$ cat src/rtl/i2ctbe_pkg.sv
package i2ctbe_pkg;

    typedef struct packed {
        logic       mode;
        logic       scl_level;
        logic       sda_level;
        logic [7:0] tx_byte;
    } in_item_t;

    typedef struct packed {
        logic       sda_drive_low;
        logic       scl_hold_low;
        logic       rx_valid;
        logic [7:0] rx_data;
        logic [2:0] bus_event;
        logic [7:0] tx_crc;
        logic [4:0] tx_free;
    } out_item_t;

    // Bus event codes
    localparam logic [2:0] EV_NONE     = 3'd0;
    localparam logic [2:0] EV_WRITE    = 3'd1;
    localparam logic [2:0] EV_READ     = 3'd2;
    localparam logic [2:0] EV_STOP     = 3'd3;
    localparam logic [2:0] EV_NACK_END = 3'd4;
    localparam logic [2:0] EV_OVERFLOW = 3'd5;

    // Configuration register indexes
    localparam int         CFG_IDX_W       = 1;
    localparam logic [0:0] REG_OWN_ADDRESS = 1'd0;
    localparam logic [0:0] REG_PAUSE_BYTE  = 1'd1;

    localparam logic [6:0] OWN_ADDRESS_RESET = 7'd8;
    localparam logic [7:0] CRC_POLY          = 8'h8C;
    localparam logic [7:0] EMPTY_READ_BYTE   = 8'hFF;

    typedef enum logic [3:0] {
        PH_IDLE            = 4'd0,
        PH_A_WAIT_LOW      = 4'd1,
        PH_A_WAIT_HIGH     = 4'd2,
        PH_A_HIGH          = 4'd3,
        PH_AK_WAIT_HIGH    = 4'd4,
        PH_AK_HIGH         = 4'd5,
        PH_R_WAIT_LOW      = 4'd6,
        PH_R_WAIT_HIGH     = 4'd7,
        PH_R_ACK_WAIT_LOW  = 4'd8,
        PH_R_ACK_WAIT_HIGH = 4'd9,
        PH_W_WAIT_HIGH     = 4'd10,
        PH_W_HIGH          = 4'd11,
        PH_W_ACK_WAIT_HIGH = 4'd12,
        PH_W_ACK_HIGH      = 4'd13
    } phase_t;

    typedef struct packed {
        logic       empty;
        logic [7:0] head_data;
    } txq_status_t;

    typedef struct packed {
        logic       sda_drive_low;
        logic       scl_hold_low;
        logic       rx_valid;
        logic [7:0] rx_data;
        logic [2:0] bus_event;
    } link_result_t;

    // Reflected CRC-8, one byte at a time.
    function automatic logic [7:0] crc8_update(input logic [7:0] crc, input logic [7:0] data);
        logic [7:0] c;
        c = crc ^ data;
        for (int i = 0; i < 8; i++) begin
            c = c[0] ? ((c >> 1) ^ CRC_POLY) : (c >> 1);
        end
        return c;
    endfunction

endpackage

$ cat src/rtl/i2ctbe_txq.sv
module i2ctbe_txq #(
    parameter int TX_DEPTH = 16
) (
    input  logic                    clk,
    input  logic                    rst_n,
    input  logic                    push,
    input  logic [7:0]              push_data,
    input  logic                    pop,
    output i2ctbe_pkg::txq_status_t status,
    output logic                    overflow,
    output logic [7:0]              crc_next,
    output logic [4:0]              free_next
);
    import i2ctbe_pkg::*;

    localparam int PTR_W = (TX_DEPTH > 1) ? $clog2(TX_DEPTH) : 1;
    localparam int CNT_W = $clog2(TX_DEPTH + 1);

    logic [7:0]       mem [TX_DEPTH];
    logic [PTR_W-1:0] head_reg, head_next;
    logic [PTR_W-1:0] tail_reg, tail_next;
    logic [CNT_W-1:0] count_reg, count_next;
    logic [7:0]       crc_reg;
    logic [7:0]       head_data_reg;
    logic             full;
    logic             do_push;
    logic [CNT_W+4:0] free_wide;

    function automatic logic [PTR_W-1:0] ptr_inc(input logic [PTR_W-1:0] p);
        return (p == PTR_W'(TX_DEPTH - 1)) ? '0 : p + 1'b1;
    endfunction

    always_comb
    begin
        full       = (count_reg == CNT_W'(TX_DEPTH));
        do_push    = push && !full;
        overflow   = push && full;
        tail_next  = do_push ? ptr_inc(tail_reg) : tail_reg;
        head_next  = pop ? ptr_inc(head_reg) : head_reg;
        count_next = count_reg;
        if (do_push)
        begin
            count_next = count_reg + 1'b1;
        end
        else if (pop)
        begin
            count_next = count_reg - 1'b1;
        end
        crc_next  = do_push ? crc8_update(crc_reg, push_data) : crc_reg;
        free_wide = (CNT_W + 5)'(TX_DEPTH) - (CNT_W + 5)'(count_next);
        free_next = free_wide[4:0];
    end

    assign status.empty     = (count_reg == '0);
    assign status.head_data = head_data_reg;

    always_ff @(posedge clk or negedge rst_n)
    begin
        if (!rst_n)
        begin
            head_reg  <= '0;
            tail_reg  <= '0;
            count_reg <= '0;
            crc_reg   <= '0;
        end
        else
        begin
            head_reg  <= head_next;
            tail_reg  <= tail_next;
            count_reg <= count_next;
            crc_reg   <= crc_next;
        end
    end

    // The read port always fetches the entry that will be at the head next cycle,
    // with a bypass when that entry is being written now.
    always_ff @(posedge clk)
    begin
        if (do_push)
        begin
            mem[tail_reg] <= push_data;
        end
        if (do_push && (tail_reg == head_next))
        begin
            head_data_reg <= push_data;
        end
        else
        begin
            head_data_reg <= mem[head_next];
        end
    end

endmodule

$ cat src/rtl/i2ctbe_link.sv
module i2ctbe_link (
    input  logic                     clk,
    input  logic                     rst_n,
    input  logic                     step,
    input  logic                     scl,
    input  logic                     sda,
    input  logic [6:0]               own_address,
    input  logic [7:0]               pause_byte,
    input  i2ctbe_pkg::txq_status_t  q_status,
    output logic                     pop,
    output i2ctbe_pkg::link_result_t result
);
    import i2ctbe_pkg::*;

    phase_t     phase_reg, phase_next;
    logic [3:0] bit_count_reg, bit_count_next;
    logic [7:0] shift_reg, shift_next;
    logic       read_dir_reg, read_dir_next;
    logic       drv_sda_reg, drv_sda_next;
    logic       drv_scl_reg, drv_scl_next;
    logic [7:0] read_byte;
    logic       read_pop;
    logic [3:0] bit_count_inc;

    always_comb
    begin
        if (pause_byte != 8'd0)
        begin
            read_byte = pause_byte;
            read_pop  = 1'b0;
        end
        else if (q_status.empty)
        begin
            read_byte = EMPTY_READ_BYTE;
            read_pop  = 1'b0;
        end
        else
        begin
            read_byte = q_status.head_data;
            read_pop  = 1'b1;
        end
    end

    assign bit_count_inc = bit_count_reg + 4'd1;

    always_comb
    begin
        phase_next     = phase_reg;
        bit_count_next = bit_count_reg;
        shift_next     = shift_reg;
        read_dir_next  = read_dir_reg;
        drv_sda_next   = drv_sda_reg;
        drv_scl_next   = drv_scl_reg;
        pop            = 1'b0;
        result.rx_valid  = 1'b0;
        result.rx_data   = 8'd0;
        result.bus_event = EV_NONE;

        if (step)
        begin
            case (phase_reg)
                PH_IDLE:
                begin
                    if (!sda && scl)
                    begin
                        phase_next     = PH_A_WAIT_LOW;
                        shift_next     = 8'd0;
                        bit_count_next = 4'd0;
                        drv_sda_next   = 1'b0;
                        drv_scl_next   = 1'b0;
                    end
                end
                PH_A_WAIT_LOW:
                begin
                    if (!scl)
                    begin
                        phase_next = PH_A_WAIT_HIGH;
                    end
                end
                PH_A_WAIT_HIGH, PH_W_WAIT_HIGH:
                begin
                    drv_scl_next = 1'b0;
                    if (scl)
                    begin
                        shift_next     = {shift_reg[6:0], sda};
                        bit_count_next = bit_count_inc;
                        phase_next     = (phase_reg == PH_A_WAIT_HIGH) ? PH_A_HIGH : PH_W_HIGH;
                    end
                end
                PH_A_HIGH, PH_W_HIGH:
                begin
                    if (scl)
                    begin
                        // SDA moving while SCL is high: rising is a stop, falling a start.
                        if (shift_reg[0] != sda)
                        begin
                            drv_sda_next = 1'b0;
                            drv_scl_next = 1'b0;
                            if (sda)
                            begin
                                phase_next       = PH_IDLE;
                                result.bus_event = EV_STOP;
                            end
                            else
                            begin
                                phase_next     = PH_A_WAIT_LOW;
                                shift_next     = 8'd0;
                                bit_count_next = 4'd0;
                            end
                        end
                    end
                    else if (!bit_count_reg[3])
                    begin
                        phase_next = (phase_reg == PH_A_HIGH) ? PH_A_WAIT_HIGH : PH_W_WAIT_HIGH;
                    end
                    else if (phase_reg == PH_W_HIGH)
                    begin
                        drv_sda_next = 1'b1;
                        phase_next   = PH_W_ACK_WAIT_HIGH;
                    end
                    else if (shift_reg[7:1] == own_address)
                    begin
                        read_dir_next    = shift_reg[0];
                        result.bus_event = shift_reg[0] ? EV_READ : EV_WRITE;
                        drv_sda_next     = 1'b1;
                        phase_next       = PH_AK_WAIT_HIGH;
                    end
                    else
                    begin
                        phase_next = PH_IDLE;
                    end
                end
                PH_AK_WAIT_HIGH:
                begin
                    if (scl)
                    begin
                        phase_next = PH_AK_HIGH;
                    end
                end
                PH_AK_HIGH:
                begin
                    if (!scl)
                    begin
                        drv_sda_next   = 1'b0;
                        drv_scl_next   = 1'b1;
                        bit_count_next = 4'd0;
                        if (read_dir_reg)
                        begin
                            shift_next = read_byte;
                            pop        = read_pop;
                            phase_next = PH_R_WAIT_LOW;
                        end
                        else
                        begin
                            shift_next = 8'd0;
                            phase_next = PH_W_WAIT_HIGH;
                        end
                    end
                end
                PH_R_WAIT_LOW:
                begin
                    if (!scl)
                    begin
                        drv_sda_next = !shift_reg[~bit_count_reg[2:0]];
                        drv_scl_next = 1'b0;
                        phase_next   = PH_R_WAIT_HIGH;
                    end
                end
                PH_R_WAIT_HIGH:
                begin
                    if (scl)
                    begin
                        bit_count_next = bit_count_inc;
                        phase_next = bit_count_inc[3] ? PH_R_ACK_WAIT_LOW : PH_R_WAIT_LOW;
                    end
                end
                PH_R_ACK_WAIT_LOW:
                begin
                    if (!scl)
                    begin
                        drv_sda_next = 1'b0;
                        phase_next   = PH_R_ACK_WAIT_HIGH;
                    end
                end
                PH_R_ACK_WAIT_HIGH:
                begin
                    if (scl)
                    begin
                        if (!sda)
                        begin
                            shift_next     = read_byte;
                            pop            = read_pop;
                            bit_count_next = 4'd0;
                            phase_next     = PH_R_WAIT_LOW;
                        end
                        else
                        begin
                            result.bus_event = EV_NACK_END;
                            phase_next       = PH_IDLE;
                        end
                    end
                end
                PH_W_ACK_WAIT_HIGH:
                begin
                    if (scl)
                    begin
                        phase_next = PH_W_ACK_HIGH;
                    end
                end
                PH_W_ACK_HIGH:
                begin
                    if (!scl)
                    begin
                        drv_sda_next = 1'b0;
                        if (pause_byte == 8'd0)
                        begin
                            result.rx_valid = 1'b1;
                            result.rx_data  = shift_reg;
                        end
                        shift_next     = 8'd0;
                        bit_count_next = 4'd0;
                        phase_next     = PH_W_WAIT_HIGH;
                    end
                end
                default:
                begin
                    phase_next   = PH_IDLE;
                    drv_sda_next = 1'b0;
                    drv_scl_next = 1'b0;
                end
            endcase
        end

        result.sda_drive_low = drv_sda_next;
        result.scl_hold_low  = drv_scl_next;
    end

    always_ff @(posedge clk or negedge rst_n)
    begin
        if (!rst_n)
        begin
            phase_reg     <= PH_IDLE;
            bit_count_reg <= 4'd0;
            shift_reg     <= 8'd0;
            read_dir_reg  <= 1'b0;
            drv_sda_reg   <= 1'b0;
            drv_scl_reg   <= 1'b0;
        end
        else
        begin
            phase_reg     <= phase_next;
            bit_count_reg <= bit_count_next;
            shift_reg     <= shift_next;
            read_dir_reg  <= read_dir_next;
            drv_sda_reg   <= drv_sda_next;
            drv_scl_reg   <= drv_scl_next;
        end
    end

endmodule

$ cat src/rtl/i2c_target_byte_engine_top.sv
// I2C target with a seven-bit address, fed one oversampled SCL/SDA sample or one
// transmit-queue push per request, with one result per request. A taken request waits
// in the input register until it is processed, and its result is registered in the
// output register, so requests are taken one per clock, set by the single registered
// pass through the bus sequencer and the queue, as long as the output is not stalled.
// The input stalls only while a finished result waits on a stalled output. The
// transmit queue is a TX_DEPTH-entry memory with one write and one registered read
// port; a running reflected CRC-8 covers every byte accepted into it.
module i2c_target_byte_engine_top #(
    parameter int TX_DEPTH = 16
) (
    input  logic                                     clk,
    input  logic                                     rst_n,
    input  logic                                     in_valid,
    output logic                                     in_stall,
    input  i2ctbe_pkg::in_item_t                     in_data,
    output logic                                     out_valid,
    input  logic                                     out_stall,
    output i2ctbe_pkg::out_item_t                    out_data,
    input  logic                                     cfg_valid,
    output logic                                     cfg_ready,
    input  logic [i2ctbe_pkg::CFG_IDX_W-1:0]         cfg_index,
    input  logic [7:0]                               cfg_data
);
    import i2ctbe_pkg::*;

    in_item_t     in_reg;
    logic         in_full_reg, in_full_next;
    out_item_t    out_reg, out_next;
    logic         out_valid_reg, out_valid_next;
    logic [6:0]   own_address_reg;
    logic [7:0]   pause_byte_reg;
    logic         advance;
    logic         accept;
    logic         step_pins;
    logic         push;
    logic         pop;
    logic         overflow;
    logic [7:0]   crc_next;
    logic [4:0]   free_next;
    txq_status_t  q_status;
    link_result_t link_res;

    assign advance   = in_full_reg && (!out_valid_reg || !out_stall);
    assign in_stall  = in_full_reg && !advance;
    assign accept    = in_valid && !in_stall;
    assign step_pins = advance && !in_reg.mode;
    assign push      = advance && in_reg.mode;
    assign cfg_ready = 1'b1;
    assign out_valid = out_valid_reg;
    assign out_data  = out_reg;

    i2ctbe_link u_link (
        .clk         (clk),
        .rst_n       (rst_n),
        .step        (step_pins),
        .scl         (in_reg.scl_level),
        .sda         (in_reg.sda_level),
        .own_address (own_address_reg),
        .pause_byte  (pause_byte_reg),
        .q_status    (q_status),
        .pop         (pop),
        .result      (link_res)
    );

    i2ctbe_txq #(
        .TX_DEPTH (TX_DEPTH)
    ) u_txq (
        .clk       (clk),
        .rst_n     (rst_n),
        .push      (push),
        .push_data (in_reg.tx_byte),
        .pop       (pop),
        .status    (q_status),
        .overflow  (overflow),
        .crc_next  (crc_next),
        .free_next (free_next)
    );

    always_comb
    begin
        in_full_next = in_full_reg;
        if (accept)
        begin
            in_full_next = 1'b1;
        end
        else if (advance)
        begin
            in_full_next = 1'b0;
        end

        out_valid_next = out_valid_reg;
        if (advance)
        begin
            out_valid_next = 1'b1;
        end
        else if (out_valid_reg && !out_stall)
        begin
            out_valid_next = 1'b0;
        end

        out_next.sda_drive_low = link_res.sda_drive_low;
        out_next.scl_hold_low  = link_res.scl_hold_low;
        out_next.rx_valid      = link_res.rx_valid;
        out_next.rx_data       = link_res.rx_data;
        if (in_reg.mode)
        begin
            out_next.bus_event = overflow ? EV_OVERFLOW : EV_NONE;
        end
        else
        begin
            out_next.bus_event = link_res.bus_event;
        end
        out_next.tx_crc  = crc_next;
        out_next.tx_free = free_next;
    end

    always_ff @(posedge clk or negedge rst_n)
    begin
        if (!rst_n)
        begin
            in_full_reg     <= 1'b0;
            out_valid_reg   <= 1'b0;
            own_address_reg <= OWN_ADDRESS_RESET;
            pause_byte_reg  <= 8'd0;
        end
        else
        begin
            in_full_reg   <= in_full_next;
            out_valid_reg <= out_valid_next;
            if (cfg_valid && cfg_ready)
            begin
                case (cfg_index)
                    REG_OWN_ADDRESS: own_address_reg <= cfg_data[6:0];
                    REG_PAUSE_BYTE:  pause_byte_reg  <= cfg_data;
                    default:         ;
                endcase
            end
        end
    end

    always_ff @(posedge clk)
    begin
        if (accept)
        begin
            in_reg <= in_data;
        end
        if (advance)
        begin
            out_reg <= out_next;
        end
    end

`ifndef SYNTHESIS
    // A processed request always leaves a result behind.
    assert property (@(posedge clk) disable iff (!rst_n) advance |=> out_valid_reg)
        else $error("processed request produced no result");

    // The clock is never stretched while SDA is being pulled low.
    assert property (@(posedge clk) disable iff (!rst_n)
        out_valid_reg |-> !(out_reg.sda_drive_low && out_reg.scl_hold_low))
        else $error("SDA and SCL both driven low");

    // A received byte is never reported together with a bus event.
    assert property (@(posedge clk) disable iff (!rst_n)
        (out_valid_reg && out_reg.rx_valid) |-> (out_reg.bus_event == EV_NONE))
        else $error("received byte reported alongside a bus event");
`endif

endmodule
$ cat config.mk
export PLATFORM = sky130hd
export DESIGN_NAME = i2c_target_byte_engine_top
export DESIGN_NICKNAME = d
export VERILOG_FILES = /design/src/rtl/i2ctbe_pkg.sv /design/src/rtl/i2ctbe_txq.sv /design/src/rtl/i2ctbe_link.sv /design/src/rtl/i2c_target_byte_engine_top.sv
export SDC_FILE = /design/constraint.sdc
export NUM_CORES = 1
export LEC_CHECK = 0
export ABC_AREA = 0
export ABC_CLOCK_PERIOD_IN_PS = 3800
export BUFFER_PORTS_ARGS = -buffer_cell sky130_fd_sc_hd__buf_2
export CAP_MARGIN = 40
export CORE_MARGIN = 1
export CORE_UTILIZATION = 40
export DETAILED_ROUTE_END_ITERATION = 8
export PLACE_DENSITY = 0.57
export SYNTH_ARGS = -nofsm -noshare
export SYNTH_HDL_FRONTEND = slang
export SYNTH_HIERARCHICAL = 1
export SYNTH_SLANG_ARGS = --single-unit
$ cat constraint.sdc
create_clock -name clk -period 3.8 [get_ports clk]
set_input_delay 0.38 -clock clk [delete_from_list [all_inputs] [get_ports clk]]
set_output_delay 0.38 -clock clk [all_outputs]
set_load 0.005 [all_outputs]
==> run summary, run 1 <==
The run finished with clean final reports. The clock passes through at most 3 buffers. In this run, placement finished with an instance count of 1016. Among cell families on the critical path, the largest total delay comes from simple AND/OR/NAND/NOR gates.

At the end of routability-driven placement, the weighted congestion stood at 0.865. The kind of capture point of the worst setup path was a flop. In this run the static leakage power is 0.00407 uW. The run gives 0.325 as the clock network power share.

The number of slew-limit violations in the final report was 0. The final period utilization is 0.939, and the peak fanout along the critical path is 9. The tools report the global-route usage over all layers as 0.169. The tightest min-delay check is of the in2reg type.

The worst register-to-register path has a setup slack of 230 ps. The number of clock buffers added by TritonCTS is 25. Data on the critical path is required at its endpoint by 4070 ps.

Entering global routing, the biggest net connects 33 pins. The clock-pin transition on the worst setup and hold timing paths is 60 ps. The count of nets left with antenna violations once routing finished came out at 0. The final hold violation count is 0.

The hold-critical path depth is 1, and the average cell area after synthesis is 15.2 um^2. The proportion of synthesized flip-flops having asynchronous set or reset was 0.251. The tools report the worst flop-to-flop path endpoint as out_data[4]$_DFFE_PP_.

The logs give 5863 for the via count of the first global-routing pass and 10100 um^2 for the netlist area before placement. The horizontal extent of the die was 161 um. For the final net count, the log shows 755.

TritonCTS built the clock tree. The floorplan step defined a die boundary enclosing 25800 um^2. The total number of H-tree levels is 1, and the power density over the cells is 625 nW/um^2. Together, buffers and inverters on the worst path number 0.

The initialized floorplan defines 57 standard-cell rows. In the routed layout, each cell is associated on average with a via count of 5.30. Summed over all nets, the switching power comes to 2100 uW. The synthesized instance count is 663. Die extent in y: 161 um. For the final routed database, the setup TNS stands at 0 ps. The register with the most flip-flops in the layout has 128 of them.

In the routed design, unresolved DRC markers number 0. For hold timing, the worst endpoint is in_reg[5]$_DFFE_PP_. The area growth from synthesis to layout is 13.9%. The worst flop-to-flop path startpoint is pause_byte_reg[3]$_DFFE_PN0P_. Fill cells in the final layout number 2128. Boundary pin count: 55. The number of warnings printed during yosys synthesis is 6, and the count of flip-flops with a built-in enable after synthesis is 166. The distinct cell type count of the synthesized netlist is 78.

The worst IR drop on VDD was 0.000408 V. The worst setup path is launched from a flop. 0 antenna diodes ended up in the layout. The initial cell density of the core came out at 0.410. The pre-antenna-repair detailed-routing pass consisted of 5 iterations. For the number of sinks on the clock net, the log shows 227. The endpoint arrival time on the critical path was 3840 ps; the largest stage delay on the critical path was 560 ps. In this run the most critical hold path is launched from in_data[5]. Summing over every cut layer, the via total after detailed routing is 5639. The tools report the proportion of synthesized chip area in sequential cells as 0.645.

Setup violations remaining at the end of the flow were counted as 0. Detailed placement finished with a half-perimeter wire length of 14.2 mm. For the relative slew slack, the log shows 0.478. Static timing analysis puts the maximum clock frequency at 280 MHz. The final global-route overflow total is 0, and the post-placement cell area is 10700 um^2. Leaving out filler cells and counting taps, the final layout contains 1063.

The post-route cell area was 11500 um^2. For the share of power burned in registers, the log shows 0.453. The share of final-layout standard cells stronger than drive strength 1 works out to 0.250. The global-route wire length before repair is 33.6 mm.

The setup path with the least slack is of type reg2reg. Dominant synthesized flop cell: edfxtp_1. The signal on the critical path passes through or4_1 -> nor2_2 -> nand3_2 -> nor3_2 -> or4b_4 -> and3_1 -> or4_4 -> nor3b_2 -> xor2_1. In the final routed layout, each cell accounts on average for 20.0 um.

Setup repair after global routing left no endpoint under its margin. Synthesized netlist net count: 698. The logs give 530 ps for the latest clock arrival within the worst-skew pair and 0 for the count of maximum capacitance violations. Slowest cell on the critical path: or4_1. Count of cells along the worst register-to-register path: 9. The routed design could run at a clock period as short as 3570 ps. Count of state elements after synthesis: 227. The tree is rooted in a clkbuf_16. The cell-internal power is 5060 uW.

The switching share of power was 0.293. The number of antenna violations at the first check in global routing is 0, and the largest clock skew in the final design is 12.7 ps. The total detailed-routing wirelength was 21.2 mm.

The tools report the share of total power in combinational logic as 0.223. The region available for standard cell placement spans 24500 um^2. The count of buffers from port buffering is 53. The transition time of the tightest slew-check pin is 780 ps. After the first detailed-routing iteration, the DRC count stood at 383.
==> cell usage in the layout, fill, tap and decap left out, types with 3 or more instances in the layout <==
cell type,netlist,routed
edfxtp_1,166,166
dfrtp_1,56,56
buf_2,9,53
mux4_2,42,42
nand2_1,39,39
o21ai_0,32,32
a21oi_1,30,30
xnor2_1,29,29
clkbuf_16,0,25
nor2_1,23,23
inv_1,22,22
and2_1,18,18
mux2_2,13,13
xor2_1,13,13
clkbuf_1,10,12
buf_4,6,10
ha_1,10,10
nand3_1,9,9
and3_1,8,8
mux2_4,8,8
nand2b_1,8,8
o21ai_1,8,8
nand4_1,7,7
nor2b_1,5,5
a211oi_1,5,5
a31oi_1,4,4
nor3_1,5,4
clkinv_2,0,3
o31ai_1,3,3
a22o_1,3,3
and4_1,3,3
dfxtp_1,4,3
==> timing repair <==
action | 4_1_cts | 5_1_grt
endpoints found under the setup margin | 0 | 1
hold buffers | 1 | 0
buffers inserted | 0 | 0
resized for setup | 0 | 1
endpoints found under the hold margin | 8 | 0
==> area by class of cell <==
type | instances | area, um^2 | share of cell area
Timing Repair Buffer | 66 | 390 | 0.0341
Inverter | 24 | 90.1 | 0.00786
Tap cell | 324 | 405 | 0.0354
Clock inverter | 8 | 110 | 0.00961
Sequential cell | 227 | 6490 | 0.567
Multi-Input combinational cell | 376 | 3290 | 0.287
Clock buffer | 38 | 684 | 0.0597
==> per-stage QoR <==
step	hold slack [ps]	power, uW	util	setup slack (ps)
6_report	23.6	7160	0.467	230
3_5_place_dp	265	4870	0.434	174
2_1_floorplan	84.4	4480	-	536
5_1_grt	5.09	7520	0.467	74.6
3_3_place_gp	497	4850	0.433	208
4_1_cts	1.65	7240	0.467	143
==> worst max-delay path by stage <==
stage | start | end | slack (ps) | depth (start not counted)
floorplan | pause_byte_reg[3]$_DFFE_PN0P_ | out_data[4]$_DFFE_PP_ | 540 | 9
detailed placement | pause_byte_reg[3]$_DFFE_PN0P_ | out_data[4]$_DFFE_PP_ | 170 | 9
CTS | pause_byte_reg[3]$_DFFE_PN0P_ | out_data[4]$_DFFE_PP_ | 140 | 9
finish | pause_byte_reg[3]$_DFFE_PN0P_ | out_data[4]$_DFFE_PP_ | 230 | 9
global route | pause_byte_reg[3]$_DFFE_PN0P_ | out_data[4]$_DFFE_PP_ | 70 | 9
global placement | pause_byte_reg[3]$_DFFE_PN0P_ | out_data[4]$_DFFE_PP_ | 210 | 9
==> cell families after synthesis <==
group / share of synthesized area
xor+xnor: 0.0365
compound gates: 0.0691
mux: 0.121
flops: 0.645
simple gates: 0.0862
fa+ha+maj: 0.0124
other cells: 0.000373
buf+inv: 0.0288
==> synth_stat cells, types with 7 or more instances <==
library cell  count  area share
o21ai_1           8      0.0040
xnor2_1          29       0.025
and2_1           18       0.011
and3_1            8      0.0050
mux2_2           13       0.015
buf_2             9      0.0045
edfxtp_1        166        0.50
nand2_1          39       0.015
ha_1             10       0.012
o21ai_0          32       0.016
nand2b_1          8      0.0050
nand4_1           7      0.0044
xor2_1           13       0.011
inv_1            22      0.0082
a21oi_1          30       0.015
mux4_2           42       0.094
mux2_4            8       0.012
nor2_1           23      0.0086
dfrtp_1          56        0.14
nand3_1           9      0.0045
clkbuf_1         10      0.0037
==> power by group through the flow <==
stage / Sequential, uW / Clock, uW / Combinational [uW]
detailed placement: 3290 / 0 / 1580
CTS: 3250 / 2390 / 1600
global placement: 3280 / 0 / 1580
global route: 3280 / 2480 / 1760
floorplan: 3200 / 0 / 1280
finish: 3240 / 2330 / 1590
==> metal layers <==
layer | track usage | up-vias | wire length [um]
li1 | - | 2627 | -
met1 | 0.235 | 2823 | 9560
met2 | 0.278 | 152 | 10300
met3 | 0.0261 | 37 | 977
met4 | 0.0416 | 0 | 426
met5 | 0 | - | 0
Note: power is estimated with default switching activity, not from simulation.
==> run 2: changes to the inputs <==
- CAP_MARGIN: 40 -> 15
- CORE_UTILIZATION: 40 -> 61
- PLACE_DENSITY: 0.57 -> 0.81
==> run 2 against run 1 <==
  * First-iteration DRC count rose by 67%
  * Sequential power about the same
  * Critical path depth is the same
  * Register-to-register slack is essentially flat
  * Via count up 3.7%
  * Non-clock buffer count grew 1
  * Critical path type unchanged
==> run summary, run 2 (same netlist as run 1, synthesis figures left out) <==
The clock-pin transition on the worst setup and hold timing paths works out to 60 ps (about the same). The horizontal extent of the die is 130 um (-19%), and the worst IR drop on VDD is 0.000512 V (+25%). The tools report the buffer depth of the longest clock path as 3 (unchanged).

The pin count of the biggest net entering global routing is 47 (+42%). Average wire length per cell after detail routing: 22.3 um (+11%). For the number of slew-limit violations in the final report, the log shows 0 (unchanged). The half-perimeter wire length of the detailed placement result is 13.8 mm (-2.8%), and the power density over the cells is 637 nW/um^2 (+1.8%). The run finished with clean final reports. The critical hold path startpoint was in_data[3]. The tools report the count of maximum capacitance violations as 0 (unchanged).

The final net count was 755 (unchanged); the share of final-layout standard cells stronger than drive strength 1 was 0.257 (+0.00711). Latest clock arrival within the worst-skew pair: 510 ps (-20 ps). Number of antenna violations at the first check in global routing: 0 (unchanged).

For the post-detailed-route count of antenna-violating nets, the log shows 0 (unchanged). In this run the critical register-to-register path is launched from pause_byte_reg[3]$_DFFE_PN0P_. Transition time of the tightest slew-check pin: 766 ps (-13.9 ps). The number of sinks on the clock net was 227 (unchanged). The area of the core region was 16000 um^2 (-35%). Leaving out fill and tap cells, the most frequent cell in the layout is edfxtp_1.

The final number of setup-violating endpoints is 0 (unchanged), and the final hold violation count is 0 (unchanged). The count of cells along the worst register-to-register path came out at 9 (unchanged). The hold-critical path depth came out at 1 (unchanged). The type of origin of the critical path was a flop. STA classifies the critical path endpoint as a flop. The worst reg-to-reg setup slack is 230 ps (about the same). For hold timing, the worst endpoint is in_reg[3]$_DFFE_PP_.

Count of buffers from port buffering: 53 (unchanged). The number of search-and-repair iterations in the first detailed-routing pass came out at 5 (unchanged). The setup path with the least slack is of type reg2reg. Flip-flop count of the largest register, all copies and words added: 128 (unchanged). The top cell types in the final layout, fill and taps aside, are edfxtp_1 (166), dfrtp_1 (56), buf_2 (53).

The switching share of power came out at 0.296 (+0.00273). The global-route usage over all layers is 0.263 (+0.0943), and the share of total power in combinational logic is 0.226 (+0.003). The worst hold path belongs to the class in2reg. The total inserted antenna cells was 0 (unchanged). The relative slew slack came out at 0.485 (+0.00650).

The tools report the static leakage as 0.00408 uW (+0.30%). The logs give 4050 ps (-20 ps) for the data required time at the worst endpoint and 3290 um^2 (+0.15%) for the footprint of the multi-input gates. The logs give 32.9 mm (-2.1%) for the global-route wire length before repair and 5080 uW (+0.33%) for the cell-internal power. TritonCTS built the clock tree.

Number of setup buffers added after CTS: 0 (unchanged). Residual DRC count: 0 (unchanged). The peak fanout along the critical path was 9 (unchanged); the die extent in y was 130 um (-19%). For the number of clock buffers inserted by TritonCTS, the log shows 24 (-4.0%). The run gives 0.451 (-0.002) as the share of power burned in registers. The final period utilization works out to 0.938 (-0.00120). Final core utilization: 0.708 (+0.241). The run gives 280 MHz (+0.13%) as the highest achievable clock rate. The area growth from synthesis to layout works out to 12.6%. The run gives 6490 um^2 (unchanged) as the area taken by flip-flops and latches.

The buffer type at the clock tree root is clkbuf_16. Via count of the first global-routing pass: 5892 (+0.49%). The tools report the placer congestion estimate as 0.945 (+9.3%). Worst flop-to-flop path endpoint: out_data[4]$_DFFE_PP_. The logs give 17000 um^2 (-34%) for the die outline area and 2130 uW (+1.7%) for the net switching power of the design. For the number of vias after detailed routing, the log shows 5848 (+3.7%). For the total number of H-tree levels, the log shows 1 (unchanged). Setup repair after global routing left no endpoint under its margin.

The tools report the final global-route overflow total as 0 (unchanged). The tools report the count of filler cells inserted in the layout as 1061 (-50%). For the initial cell density of the core, the log shows 0.629 (+0.219). The minimum clock period works out to 3570 ps (-4.57 ps). Site row count: 46 (-19%). The boundary pin count was 55 (unchanged); the total negative slack for setup checks was 0 ps (unchanged).

The tools report the violation count after the first detailed-routing iteration as 639 (+67%). The total detailed-routing wirelength was 21.2 mm (about the same). The clock network power share was 0.323 (-0.002); the mean number of vias per cell was 6.13 (+16%). The endpoint arrival time on the critical path is 3810 ps (-30 ps), and the largest clock skew in the final design is 9.36 ps (-3.30 ps).
[run 2: cell types whose count changed in the layout (fill, tap and decap cells not counted), sizes merged]
cell	previous run	this run
clkbuf	38	32
clkinv	4	7
buf	65	66
inv	24	25
[run 2: area by class of cell]
cell class	count	area share
flip-flops and latches	227	0.573
multi-input cells	376	0.290
clock buffers	32	0.0602
repair buffers	67	0.0340
well taps	216	0.0238
clock inverters	12	0.0106
inverters	24	0.00795
[run 2: timing repair]
action,in CTS,in global routing
endpoints found under the hold margin,11,0
hold buffers,1,0
resized for setup,0,2
setup endpoints to repair,0,1
[run 2: through the flow]
stage	power (uW)	hold slack (ps)	area (um^2)	instances	worst slack, ps
2_1_floorplan	4480	84.4	10100	663	536
3_3_place_gp	4830	252	10500	909	208
3_5_place_dp	4890	269	10500	909	63.6
4_1_cts	7240	29.5	11300	954	39.9
5_1_grt	7540	30.5	11300	954	102
6_report	7220	42.4	11300	954	235
[run 2: power groups by stage]
stage          clock network, uW  registers [uW]  logic [uW]
2_1_floorplan                  0            3200        1280
6_report                    2330            3260        1630
3_3_place_gp                   0            3270        1560
5_1_grt                     2480            3290        1780
3_5_place_dp                   0            3290        1600
4_1_cts                     2370            3250        1620
[run 2: how the worst max path moves through the flow]
stage / startpoint / to / slack, ps / depth (start not counted)
after floorplan: pause_byte_reg[3]$_DFFE_PN0P_ / out_data[4]$_DFFE_PP_ / 540 / 9
after global placement: pause_byte_reg[3]$_DFFE_PN0P_ / out_data[4]$_DFFE_PP_ / 210 / 9
after detailed placement: pause_byte_reg[3]$_DFFE_PN0P_ / out_data[4]$_DFFE_PP_ / 60 / 9
after CTS: pause_byte_reg[3]$_DFFE_PN0P_ / out_data[4]$_DFFE_PP_ / 40 / 9
after global routing: pause_byte_reg[3]$_DFFE_PN0P_ / out_data[4]$_DFFE_PP_ / 100 / 9
final: pause_byte_reg[3]$_DFFE_PN0P_ / out_data[4]$_DFFE_PP_ / 230 / 9
[run 2: critical path: stages (launching register included)]
cell	delay [ps]
dfrtp_1	390
or4_1	580
nor2_4	250
nand3_2	170
nor3_2	310
or4b_4	510
and3_1	220
or4_4	570
nor3b_2	230
xor2_1	100
[run 2: routing by layer]
metal,track usage,up-vias,routed length (um)
met2,0.446,246,10700
met1,0.353,2945,8700
met5,0,-,0
met3,0.0485,31,1340
met4,0.0764,0,442
li1,-,2626,-
